<file path="src/sv/dms_pkg.sv">
`timescale 1ns / 1ps

package dms_pkg;

    // Width of the removal countdown
    localparam int TIMER_WIDTH = 16;

    localparam int CFG_INDEX_WIDTH = 3;
    localparam int CFG_DATA_WIDTH  = 16;
    localparam int WAIT_WIDTH      = 16;
    localparam int ATTEMPT_WIDTH   = 5;

    localparam logic [ATTEMPT_WIDTH-1:0] ATTEMPT_SAT = '1;

    // Configuration register indexes
    typedef enum logic [CFG_INDEX_WIDTH-1:0] {
        CFG_MAX_ATTEMPTS       = 3'd0,
        CFG_REMOVAL_WAIT_MS    = 3'd1,
        CFG_MOTOR_SPEED        = 3'd2,
        CFG_MANUAL_PRESENT     = 3'd3,
        CFG_SECOND_MAX_PRESENT = 3'd4
    } cfg_index_t;

    // Request kinds carried by an input beat
    typedef enum logic [1:0] {
        REQ_POLL     = 2'd0,
        REQ_DISPENSE = 2'd1,
        REQ_FORCED   = 2'd2,
        REQ_RESET    = 2'd3
    } req_kind_t;

    // Motor drive commands
    typedef enum logic [1:0] {
        DRV_STOP = 2'd0,
        DRV_CW   = 2'd1,
        DRV_CCW  = 2'd2
    } drive_t;

    // Sequencer states
    typedef enum logic [2:0] {
        ST_IDLE     = 3'd0,
        ST_DISPENSE = 3'd1,
        ST_RETURN   = 3'd2,
        ST_RECOVER  = 3'd3,
        ST_REMOVAL  = 3'd4,
        ST_ERROR    = 3'd5
    } state_t;

    typedef struct packed {
        logic [1:0] req_type;
        logic       min_limit;
        logic       max_limit;
        logic       max_limit_two;
        logic       empty_switch;
        logic       motor_blocked;
        logic       single_click;
        logic       long_press;
        logic       ms_tick;
    } req_t;

    typedef struct packed {
        logic [1:0]               motor_cmd;
        logic [7:0]               motor_speed_out;
        logic                     removal_led;
        logic [2:0]               state_code;
        logic [ATTEMPT_WIDTH-1:0] attempt_out;
        logic                     ready_res;
        logic                     empty_res;
        logic                     error_flag;
    } res_t;

    // Load value for the removal timer, saturated to the timer width
    function automatic logic [TIMER_WIDTH-1:0] timer_load(input logic [WAIT_WIDTH-1:0] wait_ms);
        logic [WAIT_WIDTH+TIMER_WIDTH-1:0] wide;
        logic [WAIT_WIDTH+TIMER_WIDTH-1:0] limit;
        wide  = (WAIT_WIDTH+TIMER_WIDTH)'(wait_ms);
        limit = (WAIT_WIDTH+TIMER_WIDTH)'({TIMER_WIDTH{1'b1}});
        if (wide > limit)
        begin
            timer_load = '1;
        end
        else
        begin
            timer_load = TIMER_WIDTH'(wide);
        end
    endfunction

endpackage

</file>
<file path="src/sv/dispense_motor_sequencer_unit.sv">
`timescale 1ns / 1ps

// Dispensing motor sequencer.
// Input channel (req_valid / req_stall / req) carries one beat per poll step
// or request: poll, dispense, forced dispense or reset. Each accepted beat
// produces exactly one result beat on the output channel (res_valid /
// res_stall / res) with the motor command, LED, state and status flags.
// A beat's result is valid from the edge that accepts it. Throughput is one
// beat per cycle unless the receiver stalls; the whole state update is a
// single pass of combinational logic into the state and result registers.
// While the receiver stalls, the result register holds its beat and
// req_stall is raised, so no further beat is taken until it is drained. The
// configuration port (cfg_write / cfg_index / cfg_data) writes one register
// per edge; the user must use it only while the block is idle (not enforced).
// Reset clears the sequencer to idle with the motor stopped, LED off, the
// removal timer disarmed, the attempt count zero, the result register empty
// and the configuration at its defaults (3 attempts, 5000 ms, full speed,
// no manual switch, no second max switch).
module dispense_motor_sequencer_unit
    import dms_pkg::*;
(
    input  logic                       clk,
    input  logic                       rst_n,
    input  logic                       cfg_write,
    input  logic [CFG_INDEX_WIDTH-1:0] cfg_index,
    input  logic [CFG_DATA_WIDTH-1:0]  cfg_data,
    input  logic                       req_valid,
    output logic                       req_stall,
    input  req_t                       req,
    output logic                       res_valid,
    input  logic                       res_stall,
    output res_t                       res
);

    // Configuration registers
    logic [3:0]            max_attempts_reg;
    logic [WAIT_WIDTH-1:0] removal_wait_reg;
    logic [7:0]            motor_speed_reg;
    logic                  manual_present_reg;
    logic                  second_max_reg;

    // Sequencer state
    state_t                   state_reg,   state_next;
    logic [ATTEMPT_WIDTH-1:0] attempt_reg, attempt_next;
    drive_t                   drive_reg,   drive_next;
    logic                     led_reg,     led_next;
    logic [TIMER_WIDTH-1:0]   timer_reg,   timer_next;
    logic                     armed_reg,   armed_next;

    // Result register
    logic res_valid_reg, res_valid_next;
    res_t res_reg,       res_next;

    logic req_fire;
    logic max_hit;

    assign req_stall = res_valid_reg & res_stall;
    assign req_fire  = req_valid & ~req_stall;
    assign res_valid = res_valid_reg;
    assign res       = res_reg;

    assign max_hit = req.max_limit | (second_max_reg & req.max_limit_two);

    // Write configuration registers
    always_ff @(posedge clk or negedge rst_n)
    begin
        if (!rst_n)
        begin
            max_attempts_reg   <= 4'd3;
            removal_wait_reg   <= WAIT_WIDTH'(5000);
            motor_speed_reg    <= 8'd255;
            manual_present_reg <= 1'b0;
            second_max_reg     <= 1'b0;
        end
        else if (cfg_write)
        begin
            case (cfg_index)
                CFG_MAX_ATTEMPTS:       max_attempts_reg   <= cfg_data[3:0];
                CFG_REMOVAL_WAIT_MS:    removal_wait_reg   <= cfg_data[WAIT_WIDTH-1:0];
                CFG_MOTOR_SPEED:        motor_speed_reg    <= cfg_data[7:0];
                CFG_MANUAL_PRESENT:     manual_present_reg <= cfg_data[0];
                CFG_SECOND_MAX_PRESENT: second_max_reg     <= cfg_data[0];
                default:                ;
            endcase
        end
    end

    // Next state: on a poll, removal timer first, then one pass of the state machine
    always_comb
    begin
        state_next   = state_reg;
        attempt_next = attempt_reg;
        drive_next   = drive_reg;
        led_next     = led_reg;
        timer_next   = timer_reg;
        armed_next   = armed_reg;

        case (req_kind_t'(req.req_type))
            REQ_POLL:
            begin
                // Run the removal countdown
                if (armed_reg)
                begin
                    if (timer_reg == '0)
                    begin
                        led_next   = 1'b0;
                        state_next = ST_IDLE;
                        armed_next = 1'b0;
                    end
                    else if (req.ms_tick)
                    begin
                        timer_next = timer_reg - TIMER_WIDTH'(1);
                    end
                end

                case (state_next)
                    ST_ERROR:
                    begin
                        drive_next = DRV_STOP;
                    end
                    ST_RECOVER:
                    begin
                        if (!req.min_limit)
                        begin
                            drive_next = DRV_CCW;
                        end
                        else if (req.motor_blocked)
                        begin
                            drive_next = DRV_STOP;
                            state_next = ST_ERROR;
                        end
                        else
                        begin
                            drive_next = DRV_STOP;
                            if (attempt_reg != ATTEMPT_SAT)
                            begin
                                attempt_next = attempt_reg + ATTEMPT_WIDTH'(1);
                            end
                            if (attempt_next > ATTEMPT_WIDTH'(max_attempts_reg))
                            begin
                                state_next = ST_ERROR;
                            end
                            else
                            begin
                                state_next = ST_DISPENSE;
                            end
                        end
                    end
                    ST_DISPENSE:
                    begin
                        if (max_hit)
                        begin
                            drive_next = DRV_STOP;
                            state_next = ST_RETURN;
                        end
                        else if (req.motor_blocked)
                        begin
                            drive_next = DRV_STOP;
                            state_next = ST_RECOVER;
                        end
                        else
                        begin
                            drive_next = DRV_CW;
                        end
                    end
                    ST_RETURN:
                    begin
                        if (req.min_limit)
                        begin
                            drive_next = DRV_STOP;
                            state_next = ST_REMOVAL;
                        end
                        else if (req.motor_blocked)
                        begin
                            drive_next = DRV_STOP;
                            state_next = ST_ERROR;
                        end
                        else
                        begin
                            drive_next = DRV_CCW;
                        end
                    end
                    ST_REMOVAL:
                    begin
                        // Arm the timer once on entry
                        led_next = 1'b1;
                        if (!armed_next)
                        begin
                            timer_next = timer_load(removal_wait_reg);
                            armed_next = 1'b1;
                        end
                    end
                    default:
                    begin
                        // Idle: honour manual events, else home to the min switch
                        attempt_next = '0;
                        if (manual_present_reg && req.single_click)
                        begin
                            if (!req.empty_switch)
                            begin
                                attempt_next = ATTEMPT_WIDTH'(1);
                                state_next   = ST_DISPENSE;
                            end
                        end
                        else if (manual_present_reg && req.long_press)
                        begin
                            attempt_next = ATTEMPT_WIDTH'(1);
                            state_next   = ST_DISPENSE;
                        end
                        else
                        begin
                            drive_next = req.min_limit ? DRV_STOP : DRV_CCW;
                            state_next = ST_IDLE;
                        end
                    end
                endcase
            end
            REQ_DISPENSE:
            begin
                if (state_reg == ST_IDLE && !req.empty_switch)
                begin
                    attempt_next = ATTEMPT_WIDTH'(1);
                    state_next   = ST_DISPENSE;
                end
            end
            REQ_FORCED:
            begin
                attempt_next = ATTEMPT_WIDTH'(1);
                state_next   = ST_DISPENSE;
            end
            default:
            begin
                state_next = ST_IDLE;
            end
        endcase
    end

    // Result beat from the updated state
    always_comb
    begin
        res_next.motor_cmd       = drive_next;
        res_next.motor_speed_out = (drive_next != DRV_STOP) ? motor_speed_reg : 8'd0;
        res_next.removal_led     = led_next;
        res_next.state_code      = state_next;
        res_next.attempt_out     = attempt_next;
        res_next.ready_res       = (state_next == ST_IDLE) && !req.empty_switch;
        res_next.empty_res       = req.empty_switch;
        res_next.error_flag      = (state_next == ST_ERROR);
    end

    // Hold the result until taken, refill on every accepted beat
    always_comb
    begin
        if (req_fire)
        begin
            res_valid_next = 1'b1;
        end
        else if (!res_stall)
        begin
            res_valid_next = 1'b0;
        end
        else
        begin
            res_valid_next = res_valid_reg;
        end
    end

    // Advance state on an accepted beat
    always_ff @(posedge clk or negedge rst_n)
    begin
        if (!rst_n)
        begin
            state_reg     <= ST_IDLE;
            attempt_reg   <= '0;
            drive_reg     <= DRV_STOP;
            led_reg       <= 1'b0;
            timer_reg     <= '0;
            armed_reg     <= 1'b0;
            res_valid_reg <= 1'b0;
        end
        else
        begin
            res_valid_reg <= res_valid_next;
            if (req_fire)
            begin
                state_reg   <= state_next;
                attempt_reg <= attempt_next;
                drive_reg   <= drive_next;
                led_reg     <= led_next;
                timer_reg   <= timer_next;
                armed_reg   <= armed_next;
            end
        end
    end

    // Payload register
    always_ff @(posedge clk)
    begin
        if (req_fire)
        begin
            res_reg <= res_next;
        end
    end

endmodule
</file>
<file path="config.mk">
export PLATFORM = sky130hd
export DESIGN_NAME = dispense_motor_sequencer_unit
export DESIGN_NICKNAME = d
export VERILOG_FILES = /design/src/sv/dms_pkg.sv /design/src/sv/dispense_motor_sequencer_unit.sv
export SDC_FILE = /design/constraint.sdc
export NUM_CORES = 1
export LEC_CHECK = 0
export BUFFER_PORTS_ARGS = -buffer_cell sky130_fd_sc_hd__buf_2
export CAP_MARGIN = 20
export CORE_ASPECT_RATIO = 0.6
export CORE_MARGIN = 5
export CORE_UTILIZATION = 52
export DETAILED_ROUTE_END_ITERATION = 8
export PLACE_DENSITY = 0.72
export SYNTH_ARGS = -nofsm -noshare
export SYNTH_HDL_FRONTEND = slang
export SYNTH_SLANG_ARGS = --single-unit
</file>
<file path="constraint.sdc">
create_clock -name clk -period 2.6 [get_ports clk]
set_input_delay 0.52 -clock clk [delete_from_list [all_inputs] [get_ports clk]]
set_output_delay 0.52 -clock clk [all_outputs]
set_load 0.01 [all_outputs]
</file>
=== After elaboration in Yosys (flattened, before gate mapping) ===
Index checks and enable logic that the tools add are counted.
Widths: inputs -> output; s select.

* Bitwise gates (word level): 5
* Multiply operators: 0
* Equality and inequality tests: 14
* Shift-type cells: 0
* Muxes and demuxes: 53
* Reduce and logical (&&, ||, !) cells: 19
* Divide/modulo/power cells: 0
* Magnitude comparators: 1
* Add/sub/neg operators: 2

{| class="wikitable"
|+ Operators by type and width
! cell !! number
|-
| $mux 16 || 5
|-
| $mux 5 || 9
|-
| $mux 3 || 13
|-
| $logic_not 16->1 || 1
|-
| $sub 16x1->16 const B || 1
|-
| $mux 1 || 15
|-
| $pmux 5 s3 || 1
|-
| $eq 3x2->1 const B || 4
|-
| $eq 3x3->1 const B || 4
|-
| $mux 2 || 6
|-
| $pmux 3 s4 || 1
|-
| $reduce_and 2->1 || 6
|-
| $pmux 2 s5 || 1
|-
| $pmux 5 s2 || 1
|-
| $logic_not 3->1 || 3
|-
| $pmux 3 s3 || 1
|-
| $eq 3x1->1 const B || 2
|-
| $add 5x1->5 const B || 1
|-
| $gt 5x4->1 || 1
|-
| $ne 5x5->1 const B || 1
|-
| $logic_and 1x1->1 || 4
|-
| $reduce_or 4->1 || 1
|-
| $and 1x1->1 || 3
|-
| $eq 2x1->1 const B || 1
|-
| 8 further kinds || 8
|}

* ROM bits: 0
* Memory bits (writable): 0
* Output and inout bits: 24
* Flip-flop bits (word level): 81
* Memories kept: 0
* Bits in latches: 0

=== Logic depth before layout (Yosys ltp) ===
* Depth in word-level cells: 15
* Mapped depth: 10

=== Worst setup path after synthesis ===
No wires, ideal clock.

* Kind: flip-flop to flip-flop
* Start: reg attempt_reg[0]
* End: reg res_reg, in the netlist res[2] (data pin)
* Arrival: 2.181 ns
* Required time: 2.344 ns
* Buffers on the path: 0
* Setup slack: 0.163 ns
* Stages on the path, launching flop included: 11
* Cell sequence: dfrtp_1 -> ha_1 -> nand4_1 -> nand2_1 -> o21ai_0 -> ha_1 -> nor2b_1 -> o211ai_1 -> a211oi_1 -> o21ai_1 -> o211a_1

{| class="wikitable"
|+ RTL lines
! item !! line !! RTL
|-
| start, declared || dispense_motor_sequencer_unit.sv:44 || <nowiki>logic [ATTEMPT_WIDTH-1:0] attempt_reg, attempt_next;</nowiki>
|-
| start signal, assigned || dispense_motor_sequencer_unit.sv:287 || <nowiki>attempt_reg <= attempt_next;</nowiki>
|-
| end signal, assigned || dispense_motor_sequencer_unit.sv:301 || <nowiki>res_reg <= res_next;</nowiki>
|-
| end, declared || dispense_motor_sequencer_unit.sv:52 || <nowiki>res_t res_reg, res_next;</nowiki>
|}

==> results.py <==
metrics = {
    "run_status": {
        "status": "completed",
    },
    "timing": {
        "finalSetupTns_ns": 0,
        "setup_viol": 0,
        "fin_skew_ns": 0.0107,
        "finalCritPeriodShare_pct": 95.9,
        "worstMarginPinSlew_ns": 0.558,
        "slew_violations": 0,
        "rsz0062_at_grt": "true",
        "slew_headroom_pct": 62.8,
        "hold_ws_ns": 0.159,
        "hold_viol": 0,
        "finalCriticalPeriod_ns": 2.49,
        "fmax_mhz": 401,
    },
    "layout": {
        "n_fill_cell": 710,
        "num-nets-final": 540,
        "drive_gt1_share_pct": 32.5,
        "instances_no_fill": 617,
        "num_antenna_cells": 0,
        "multi_input_area_um2": 2170,
        "syn_to_final_growth_pct": 18.8,
        "regArea_um2": 2160,
        "design_area_um2": 5320,
        "largest_reg_flops": 22,
    },
    "grt": {
        "grt.total_usage_pct": 23.6,
        "grt_max_degree": 40,
        "grt_pass1_wl_um": 19100,
        "antenna_found_initial": 0,
        "grt_pass1_vias": 3601,
        "overflow": 0,
    },
    "run": {
        "cap_violations": 0,
    },
    "clocking": {
        "path_clk_slew_ns": 0.06,
        "root_buffer": "clkbuf_16",
        "clock_latency_ns": 0.35,
        "clkSinkCount": 81,
        "tritoncts": "yes",
        "clock_path_buffers": 2,
        "ctsHoldBuffers": 0,
        "numCtsBuffers": 9,
        "htree_levels": 3,
    },
    "synth": {
        "ys_ff_latch": 81,
        "synth_top_area_share_pct": 24.6,
        "synth_common_cells": "dfrtp_1, a21oi_1, mux2_2, nand2_1, edfxtp_1",
        "synth_top_area_cell": "dfrtp_1",
        "synth-edff-count": 22,
        "synth.most_common_cell": "dfrtp_1",
        "async_reset_ff_share_pct": 72.8,
        "synthFlopType": "dfrtp_1",
        "syn_area_per_cell_um2": 10.4,
        "synth_fp_nets": 469,
        "netlist_area_um2": 4480,
        "synth_cells": 429,
        "ys_warn_count": 0,
        "yosysSeqAreaShare_pct": 48.2,
        "synth.distinct_cells": 74,
        "synth_area_leaders": "dfrtp_1, edfxtp_1, dfstp_2, mux2_2, a21oi_1",
    },
    "floorplanning": {
        "dieArea_um2": 10600,
        "core-area_um2": 8460,
        "start_util_pct": 52.9,
        "die_x_um": 130,
        "rows": 26,
        "num_io_pins": 58,
        "die_h_um": 81.9,
    },
    "pwr": {
        "power.leakage_uw": 0.00220,
        "swShare_pct": 29.2,
        "p_comb_share_pct": 20.3,
        "p_clk_share_pct": 34.3,
        "p_total_uw": 3740,
        "power_frac_seq_pct": 45.4,
        "peakVddDrop_uv": 433,
        "power_switching_uw": 1090,
        "p_per_area_nw_per_um2": 703,
        "internal_power_uw": 2640,
    },
    "placement": {
        "dpl.hpwl_um": 8460,
        "placed_area_um2": 4980,
        "gp_congestion": 1.02,
        "dp_cells": 597,
        "io_buffers": 57,
    },
    "critical_path": {
        "worstSetupPathType": "reg2reg",
        "cp_max_fo": 6,
        "cp.required_ns": 2.70,
        "crit_path_start_kind": "flop",
        "endpoint_kind": "flop",
        "arrival_ns": 2.59,
    },
    "drt": {
        "first_pass_iters": 5,
        "wl_per_cell_um": 19.1,
        "via_count": 3790,
        "antenna_left": 0,
        "viasPerCell": 6.14,
        "drt_iter0_drc": 432,
        "drt_wl_total_um": 11800,
        "drc_errors": 0,
    },
    "worst_hold_path": {
        "hold_path.class": "in2async",
    },
}
[cell usage in the layout, fill, tap and decap left out, types with 9 or more instances in the layout]
cell	Yosys	layout
buf_2	12	57
dfrtp_1	44	44
a21oi_1	29	29
mux2_2	29	29
nand2_1	28	28
buf_4	1	23
edfxtp_1	22	22
inv_1	21	21
nor2_1	21	21
o21ai_0	19	18
dfstp_2	15	15
nor3_1	11	11
o22ai_1	11	11
nand4_1	10	10
nand3_1	10	10
a21boi_0	9	9
clkbuf_16	0	9
[final timing paths]
kind / start / to / slack (ns) / depth (start not counted)
min: rst_n / res_valid$_DFFE_PN0P_ / 0.16 / 1
max reg2reg: attempt_reg[0]$_DFFE_PN0P_ / res[2]$_DFFE_PP_ / 0.11 / 11
min reg2reg: removal_wait_reg[1]$_DFFE_PN0P_ / removal_wait_reg[1]$_DFFE_PN0P_ / 0.51 / 1
max in group asynchronous: rst_n / motor_speed_reg[4]$_DFFE_PN1P_ / 1.78 / 2
min in group clk: req_valid / res_valid$_DFFE_PN0P_ / 0.38 / 2
max: attempt_reg[0]$_DFFE_PN0P_ / res[2]$_DFFE_PP_ / 0.11 / 11
[metrics by stage]
stage | util [%] | worst slack (ns)
finish | 62.9 | 0.107
global route | 62.9 | -0.0507
CTS | 62.4 | 0.00459
detailed placement | 58.9 | -0.149
global placement | 58.9 | 0.00159
floorplan | - | 0.163
[worst max-delay path, cell delays in order (launching register included)]
cell and delay [ns]:
dfrtp_1 0.36, ha_1 0.17, nand4_1 0.26, nand2_1 0.14
o21ai_1 0.08, ha_1 0.28, nor2b_1 0.15, o211ai_1 0.12
a211oi_2 0.29, buf_4 0.18, o21ai_4 0.07, o211a_1 0.14
[cell type report]
class	instances	area share [%]
Clock buffer	10	4.30
Clock inverter	6	1.20
Inverter	22	1.55
Multi-Input combinational cell	305	40.8
Sequential cell	81	40.5
Tap cell	112	2.63
Timing Repair Buffer	81	8.99
[cell families (layout without fill, tap and decap cells)]
family / count (synthesis) / in the layout / share of synthesized area (%)
AOI/OAI and AO/OA: 129 / 129 / 19.6
xor gates and xnor gates: 3 / 3 / 0.587
adders and majority gates: 6 / 6 / 1.68
buffers and inverters: 43 / 119 / 4.05
DFF: 81 / 81 / 48.2
muxes: 30 / 30 / 7.52
and+or+nand+nor: 137 / 137 / 18.4
[what timing repair did]
action                                  CTS  global route
setup buffers                             0             4
resized for setup                         3             1
endpoints found under the setup margin    3            11
pin swaps                                 0             1
[power by group through the flow]
stage | Sequential (uW) | Combinational, uW | Clock, uW
after floorplan | 1670 | 488 | 0
after global placement | 1710 | 708 | 0
after detailed placement | 1720 | 746 | 0
after CTS | 1700 | 756 | 1300
after global routing | 1720 | 853 | 1350
final | 1700 | 759 | 1280
[layer usage]
| layer | vias up | GRT usage [%] | wire length (um) | share of wire (%) |
|---|---|---|---|---|
| met5 | - | 0 | 0 | 0 |
| met3 | 18 | 7.08 | 1140 | 9.7 |
| met2 | 170 | 33.4 | 4870 | 41 |
| li1 | 1776 | - | - | - |
| met1 | 1826 | 34.9 | 5580 | 47 |
| met4 | 0 | 6.95 | 174 | 1.5 |
(Power assumes the default switching activity.)
